`src/design/ibt_pkg.sv`:
```
package ibt_pkg;

    // Control states of the table sequencer
    typedef enum logic [1:0] {
        ST_CLEAR,
        ST_IDLE,
        ST_SCAN,
        ST_COMMIT
    } state_t;

    typedef logic [1:0] op_t;
    typedef logic [2:0] status_t;

    localparam op_t OP_LOOKUP = 2'd0;
    localparam op_t OP_ADD    = 2'd1;
    localparam op_t OP_REMOVE = 2'd2;

    localparam status_t STAT_LOOKED_UP   = 3'd0;
    localparam status_t STAT_ADDED       = 3'd1;
    localparam status_t STAT_ALREADY     = 3'd2;
    localparam status_t STAT_FULL        = 3'd3;
    localparam status_t STAT_REMOVED     = 3'd4;
    localparam status_t STAT_NOT_LISTED  = 3'd5;
    localparam status_t STAT_SUBNET_ONLY = 3'd6;

    localparam int ADDR_W = 32;

    // Entry with a zero last octet covers the whole /24
    function automatic logic entry_match(logic [ADDR_W-1:0] ent, logic [ADDR_W-1:0] addr);
        logic is_subnet;
        is_subnet = (ent[7:0] == 8'd0);
        if (is_subnet)
            return ent[ADDR_W-1:8] == addr[ADDR_W-1:8];
        else
            return ent == addr;
    endfunction

endpackage

```
`src/design/ip_ban_table_core.sv`:
```
// IPv4 ban table with /24 subnet entries.
// Channels:
//   s_axis: one transaction per operation. tuser carries the op code
//           (lookup, add, remove; the unused code acts as a lookup), tdata
//           carries the 32-bit address.
//   m_axis: one transaction per operation with the verdict, the status code
//           and the number of valid entries after the operation.
//   APB:    register 0 at byte address 0 holds filter_mode (bit 0).
// Scan: every operation scans all TABLE_ENTRIES slots of the entry memory
// through its single read port, one slot per cycle, in ST_SCAN, and then
// loads its result into the output register in ST_COMMIT. A new operation
// is taken in the cycle after the result is loaded.
// Reset: filter_mode returns to 1 and the entry count to zero. A clearing
// pass then writes every slot of the memory invalid, one slot a cycle;
// s_axis_tready stays low meanwhile. APB writes are taken at any time.
// Stall: a finished result waits in the output register while the next
// operation is accepted and scanned; the commit of that next operation
// holds until the output register is free.
module ip_ban_table_core
    import ibt_pkg::*;
#(
    parameter int TABLE_ENTRIES = 64
) (
    input  logic        clk,
    input  logic        rst_n,

    input  logic        s_axis_tvalid,
    output logic        s_axis_tready,
    input  logic [31:0] s_axis_tdata,   // [31:0] ip_addr
    input  logic [1:0]  s_axis_tuser,   // [1:0] op

    output logic        m_axis_tvalid,
    input  logic        m_axis_tready,
    output logic [15:0] m_axis_tdata,   // [0] banned, [3:1] status,
                                        // [10:4] entry_count, [15:11] zero

    input  logic        psel,
    input  logic        penable,
    input  logic        pwrite,
    input  logic [1:0]  paddr,
    input  logic [31:0] pwdata,
    output logic [31:0] prdata,
    output logic        pready
);

    localparam int IDXW = $clog2(TABLE_ENTRIES);
    localparam int CNTW = $clog2(TABLE_ENTRIES + 1);
    localparam logic [CNTW-1:0] LAST_SLOT = CNTW'(TABLE_ENTRIES - 1);
    localparam logic [CNTW-1:0] NUM_SLOTS = CNTW'(TABLE_ENTRIES);
    localparam int WORD_W = ADDR_W + 1;

    // Entry memory: {valid, address}; subnet flag follows from the address
    logic [WORD_W-1:0] entry_mem [TABLE_ENTRIES];

    state_t            state_reg, state_next;
    logic [CNTW-1:0]   scan_cnt_reg, scan_cnt_next;
    logic              rd_vld_reg, rd_vld_next;
    logic [IDXW-1:0]   rd_idx_reg;
    logic [WORD_W-1:0] rd_data_reg;

    op_t               op_reg;
    logic [ADDR_W-1:0] addr_reg;

    logic              hit_reg, hit_next;
    logic              free_found_reg, free_found_next;
    logic [IDXW-1:0]   free_idx_reg, free_idx_next;
    logic              exact_found_reg, exact_found_next;
    logic [IDXW-1:0]   exact_idx_reg, exact_idx_next;

    logic [CNTW-1:0]   count_reg, count_next;
    logic              filter_mode_reg;

    logic              m_valid_reg, m_valid_next;
    logic              out_banned_reg, out_banned_next;
    status_t           out_status_reg, out_status_next;
    logic [6:0]        out_count_reg, out_count_next;

    logic              mem_we;
    logic [IDXW-1:0]   mem_waddr;
    logic [WORD_W-1:0] mem_wdata;
    logic [IDXW-1:0]   rd_addr;
    logic              s_accept;
    logic              cfg_write;
    logic [CNTW+6:0]   count_ext;

    logic              ent_valid;
    logic [ADDR_W-1:0] ent_addr;

    assign s_axis_tready = (state_reg == ST_IDLE);
    assign s_accept      = s_axis_tvalid && s_axis_tready;
    assign rd_addr       = scan_cnt_reg[IDXW-1:0];
    assign ent_valid     = rd_data_reg[WORD_W-1];
    assign ent_addr      = rd_data_reg[ADDR_W-1:0];
    assign count_ext     = {7'd0, count_next};

    // APB: single register, always ready
    assign pready    = 1'b1;
    assign cfg_write = psel && penable && pwrite;
    assign prdata    = {31'd0, filter_mode_reg};

    assign m_axis_tvalid = m_valid_reg;
    assign m_axis_tdata  = {5'd0, out_count_reg, out_status_reg, out_banned_reg};

    // Sequencer: clear pass, idle, scan all slots, commit result
    always_comb
    begin
        state_next       = state_reg;
        scan_cnt_next    = scan_cnt_reg;
        rd_vld_next      = 1'b0;
        hit_next         = hit_reg;
        free_found_next  = free_found_reg;
        free_idx_next    = free_idx_reg;
        exact_found_next = exact_found_reg;
        exact_idx_next   = exact_idx_reg;
        count_next       = count_reg;
        m_valid_next     = m_valid_reg && !m_axis_tready;
        out_banned_next  = out_banned_reg;
        out_status_next  = out_status_reg;
        out_count_next   = out_count_reg;
        mem_we           = 1'b0;
        mem_waddr        = scan_cnt_reg[IDXW-1:0];
        mem_wdata        = '0;

        case (state_reg)
            ST_CLEAR:
            begin
                mem_we = 1'b1;
                if (scan_cnt_reg == LAST_SLOT)
                begin
                    scan_cnt_next = '0;
                    state_next    = ST_IDLE;
                end
                else
                begin
                    scan_cnt_next = scan_cnt_reg + 1'b1;
                end
            end

            ST_IDLE:
            begin
                if (s_axis_tvalid)
                begin
                    scan_cnt_next    = '0;
                    hit_next         = 1'b0;
                    free_found_next  = 1'b0;
                    exact_found_next = 1'b0;
                    state_next       = ST_SCAN;
                end
            end

            ST_SCAN:
            begin
                // Issue one read a cycle, evaluate the slot read last cycle
                if (scan_cnt_reg < NUM_SLOTS)
                begin
                    rd_vld_next   = 1'b1;
                    scan_cnt_next = scan_cnt_reg + 1'b1;
                end
                else
                begin
                    state_next = ST_COMMIT;
                end

                if (rd_vld_reg)
                begin
                    if (ent_valid && entry_match(ent_addr, addr_reg))
                        hit_next = 1'b1;
                    if (!ent_valid && !free_found_reg)
                    begin
                        free_found_next = 1'b1;
                        free_idx_next   = rd_idx_reg;
                    end
                    if (ent_valid && (ent_addr == addr_reg) && !exact_found_reg)
                    begin
                        exact_found_next = 1'b1;
                        exact_idx_next   = rd_idx_reg;
                    end
                end
            end

            ST_COMMIT:
            begin
                // Hold until the output register is free
                if (!m_valid_reg || m_axis_tready)
                begin
                    m_valid_next    = 1'b1;
                    out_banned_next = 1'b0;
                    case (op_reg)
                        OP_ADD:
                        begin
                            if (hit_reg)
                                out_status_next = STAT_ALREADY;
                            else if (free_found_reg)
                            begin
                                out_status_next = STAT_ADDED;
                                mem_we          = 1'b1;
                                mem_waddr       = free_idx_reg;
                                mem_wdata       = {1'b1, addr_reg};
                                count_next      = count_reg + 1'b1;
                            end
                            else
                                out_status_next = STAT_FULL;
                        end
                        OP_REMOVE:
                        begin
                            if (!hit_reg)
                                out_status_next = STAT_NOT_LISTED;
                            else if (exact_found_reg)
                            begin
                                out_status_next = STAT_REMOVED;
                                mem_we          = 1'b1;
                                mem_waddr       = exact_idx_reg;
                                mem_wdata       = {1'b0, addr_reg};
                                count_next      = count_reg - 1'b1;
                            end
                            else
                                out_status_next = STAT_SUBNET_ONLY;
                        end
                        default:
                        begin
                            out_status_next = STAT_LOOKED_UP;
                            out_banned_next = filter_mode_reg ? hit_reg : !hit_reg;
                        end
                    endcase
                    out_count_next = count_ext[6:0];
                    state_next     = ST_IDLE;
                end
            end

            default:
            begin
                state_next = ST_IDLE;
            end
        endcase
    end

    // Control registers
    always_ff @(posedge clk or negedge rst_n)
    begin
        if (!rst_n)
        begin
            state_reg       <= ST_CLEAR;
            scan_cnt_reg    <= '0;
            rd_vld_reg      <= 1'b0;
            hit_reg         <= 1'b0;
            free_found_reg  <= 1'b0;
            exact_found_reg <= 1'b0;
            count_reg       <= '0;
            filter_mode_reg <= 1'b1;
            m_valid_reg     <= 1'b0;
        end
        else
        begin
            state_reg       <= state_next;
            scan_cnt_reg    <= scan_cnt_next;
            rd_vld_reg      <= rd_vld_next;
            hit_reg         <= hit_next;
            free_found_reg  <= free_found_next;
            exact_found_reg <= exact_found_next;
            count_reg       <= count_next;
            m_valid_reg     <= m_valid_next;
            if (cfg_write)
                filter_mode_reg <= pwdata[0];
        end
    end

    // Payload registers
    always_ff @(posedge clk)
    begin
        if (s_accept)
        begin
            op_reg   <= s_axis_tuser;
            addr_reg <= s_axis_tdata;
        end
        rd_idx_reg     <= rd_addr;
        free_idx_reg   <= free_idx_next;
        exact_idx_reg  <= exact_idx_next;
        out_banned_reg <= out_banned_next;
        out_status_reg <= out_status_next;
        out_count_reg  <= out_count_next;
    end

    // Entry memory: one write port, one registered read port
    always_ff @(posedge clk)
    begin
        if (mem_we)
            entry_mem[mem_waddr] <= mem_wdata;
        rd_data_reg <= entry_mem[rd_addr];
    end

endmodule

```
`config.mk`:
```
export PLATFORM = sky130hd
export DESIGN_NAME = ip_ban_table_core
export DESIGN_NICKNAME = d
export VERILOG_FILES = /design/src/design/ibt_pkg.sv /design/src/design/ip_ban_table_core.sv
export SDC_FILE = /design/constraint.sdc
export NUM_CORES = 2
export LEC_CHECK = 0
export BUFFER_PORTS_ARGS = -buffer_cell sky130_fd_sc_hd__buf_2
export CORE_MARGIN = 10
export CORE_UTILIZATION = 24
export DETAILED_ROUTE_END_ITERATION = 8
export PLACE_DENSITY = 0.33
export RECOVER_POWER = 50
export SYNTH_ARGS = -nofsm -noshare
export SYNTH_HDL_FRONTEND = slang
export SYNTH_SLANG_ARGS = --single-unit
```
`constraint.sdc`:
```
create_clock -name clk -period 13.55 [get_ports clk]
set_input_delay 1.355 -clock clk [delete_from_list [all_inputs] [get_ports clk]]
set_output_delay 1.355 -clock clk [all_outputs]
set_load 0.01 [all_outputs]
```
==> results.md <==
- Crit-path leading delay family: buffers and inverters
- Crit-path most repeated cell: clkbuf_1
- Multiplexer share of the synthesized area: approximately 16%
- Mapped cell area: between 80000 and 90000 µm²
- Largest register FFs: between 2000 and 2500
- Via-to-Cell Ratio: approximately 4.5
- Critical Path Max Stage Delay: 4.30 ns
- Buf/Inv on CP: 3
- Complex-gate fraction of the synthesized area: roughly 2.3%
- # clock sinks: about 2200
- Placer Congestion: 0.7132
- Yosys reg bits: ~2200
- Core Region: between 300000 and 400000 µm²
- Fill cells: 35110
- Minimum clock period: a little under 9 ns
- Vias after detailed routing: around 41000
- Power per cell area: 142.7 nW/µm²
- Synth area leader: edfxtp_1
- First-pass GRT wire length: between 300 and 400 mm
- Fin crit share: 65.36%
- Wire per inst: around 30 µm
- Register area share after synthesis: about 78%
- Hold endpoint: exact_idx_reg[3]
- Pleak: 0.02590 µW
- RSZ-0062 raised after global routing: no
- Least-Margin Pin Slew: about 6.2 ns
- YS warnings: 0
- Final Hold Vio Count: 0
- Most frequent cells in the layout: edfxtp_1, mux4_2, clkbuf_16
- Share of cells above drive strength 1: a little over a quarter
- Critical Path RT: approximately 14 ns
- Worst Setup Path Type: reg2reg
- CP Launch Type: flip-flop
- Starting Density: 24.08%
- Final setup fails: 0
- Main combinational cell family by area after synthesis: multiplexers
- M1 WL: 125.8 mm
- Row count: between 200 and 250
- Crit path from: scan_cnt_reg[2]
- I/O Pins: approximately 130
- IO Port Bufs: 55
- Largest cells by area after synthesis: edfxtp_1, mux4_2, mux2i_1
- Detailed Route WL: ~270 mm
- Largest net degree at the start of global routing: between 100 and 150
- Ys async rst share: less than 1%
- Post-synth top area share: between 70% and 80%
- Hold_buf cts: 0
- Failing checks: capacitance limit, slew limit
- Slowest cell on the critical path: clkbuf_1
- Vias in the first global route: 42930
- Post-CTS sizing: 0
- Setup bufs post-CTS: 0
- Final net count: between 4000 and 5000
- Initial antenna violation count: 18
- R2r endpoint: entry_mem[14][12]
- Most common cell after layout, fill and taps aside: edfxtp_1
- Critical path, cell by cell: clkbuf_1 -> o2bb2ai_1 -> nand4_1 -> clkbuf_1 -> nor2_1 -> buf_4
- Max VDD drop: 0.09024 mV
- Hold WC Path Type: reg2reg
- Main synth FF type: edfxtp_1
- Critical R2R Launch: scan_cnt_reg[2]
- Worst Setup End Kind: flip-flop
- Height of the die: 617.4 µm
- Synth Area in Simple Gates: ~1.9%
- CP arrival: slightly above 9 ns
- Library cells used by synthesis: 61
- Layout Skew: 0.03604 ns
- TritonCTS clock tree: built
- Clk root buf: clkbuf_16
- Synthesized area per cell: 22.24 µm²
- Die Area: 381200 µm²
- Max Fclk: around 110 MHz
- Router iterations before antenna repair: 7
- Drt drc: 0
- Routed wl met2: about 130 mm
- Final ANT Viol Nets: 0
- Post-synthesis cell count: 3852
- Status: finished, violations left
- Cells on worst reg2reg path: 6
- Met3 wire len: 12.16 mm
- XOR/XNOR Fraction of Synth Area: less than 1%
- Top Layer Used: met4
- Setup TNS: 0 ns
- Hold WS: between 0.4 and 0.5 ns
- Max-Cap Viols: 53
- Post-synth EDFFs: approximately 2200
- Area delta synth->final: 17.45%
- First DRT Iteration DRCs: 3776
- Crit Path Max Fanout: 70
- HP Start: rd_idx_reg[3]
- H-tree Lvls: 5
- Hpwl dp: about 150 mm
- Total GRT Usage: 14.05%
- Max-slew violations: 2346
- Relative slew slack: -310.8%
- Clock Path Buffers: 4
- Die extent in x: 617.4 µm
- R2R Setup Slk: ~4.7 ns
- CTS buffer count: 274
- Adder-cell share of the synthesized area: less than 1%
- Clock Latency Late Sink: about 0.88 ns
- Cells on Worst Hold Path: 0
- Clock slew at reported path FFs: about 0.060 ns
- Gr ovfl total: 0
## metrics by stage
step                total power, µW  util, %  instances  cell area [µm²]  setup WS [ns]
floorplan                      7610        -       3887            85790          8.571
global placement               7613    26.03       8618            92600          7.933
detailed placement             7613    26.04       8619            92620          7.918
CTS                           14600    28.35       9095           100800          8.214
global route                  14870    28.28       9096           100600          4.210
finish                        14360    28.29       9108           100600          4.693
## where the power goes
part	leakage [µW]	switching, µW	internal (µW)
Combinational	0.00610	11.5	4.76
Sequential	0.0158	0.520	7450
Clock	0.00402	2890	4000
Total	0.0259	2900	11500
## how the worst max path moves through the flow
stage / to / slack (ns) / cells after the start
global placement: entry_mem[29][21] / 7.93 / 9
finish: entry_mem[14][12] / 4.69 / 6
detailed placement: entry_mem[29][6] / 7.92 / 9
global route: entry_mem[14][12] / 4.21 / 6
floorplan: entry_mem[0][32] / 8.57 / 4
CTS: entry_mem[15][12] / 8.21 / 10
## synth_stat cells, drive strengths merged (2+ instances only)
cell type,count
a2111oi,17
a211oi,13
a21o,3
a21oi,41
a221o,5
a221oi,10
a22o,22
a22oi,41
a31oi,5
and2,42
buf,160
clkbuf,81
conb,2
dfrtp,21
dfxtp,39
edfxtp,2169
ha,11
inv,17
mux2,5
mux2i,116
mux4,557
nand2,119
nand2b,9
nand3,33
nand4,14
nand4b,5
nor2,109
nor2b,6
nor3,6
nor4,3
o21a,6
o21ai,42
o21bai,2
o221ai,10
o22ai,44
o311a,3
o31ai,12
or2,2
or3,2
or4,2
xnor2,32
## kinds of logic (layout without fill, tap and decap cells)
family,after synthesis,in the layout
other,2,50
xor gates and xnor gates,33,33
AOI/OAI and AO/OA,283,283
DFF,2230,2230
muxes,678,678
buffers and inverters,258,715
adders and majority gates,11,11
and+or+nand+nor,357,357
## worst reg2reg max path, stage by stage (launching register included)
cell,delay [ns]
dfrtp_4,0.79
clkbuf_1,4.32
o2bb2ai_1,0.57
nand4_1,0.14
clkbuf_1,0.59
nor2_1,1.31
buf_4,0.71
## layer usage
metal	vias to the layer above	global-route usage (%)
met4	0	3.032
met5	-	0
li1	16790	-
met3	318	2.269
met1	22690	19.80
met2	929	22.88
## cell type report
cell class                 instances  area, µm²  area share [%]
antenna                           13      32.53         0.03234
sequential                      2230      66470           66.07
timing repair buffer             222       1428           1.419
multi-input combinational       1399      18430           18.32
clock inverter                   114      870.8          0.8656
inverter                          17      71.32         0.07089
tap                             4751       5944           5.909
clock buffer                     362       7357           7.313
No activity file was read; power rests on OpenSTA's default activity.
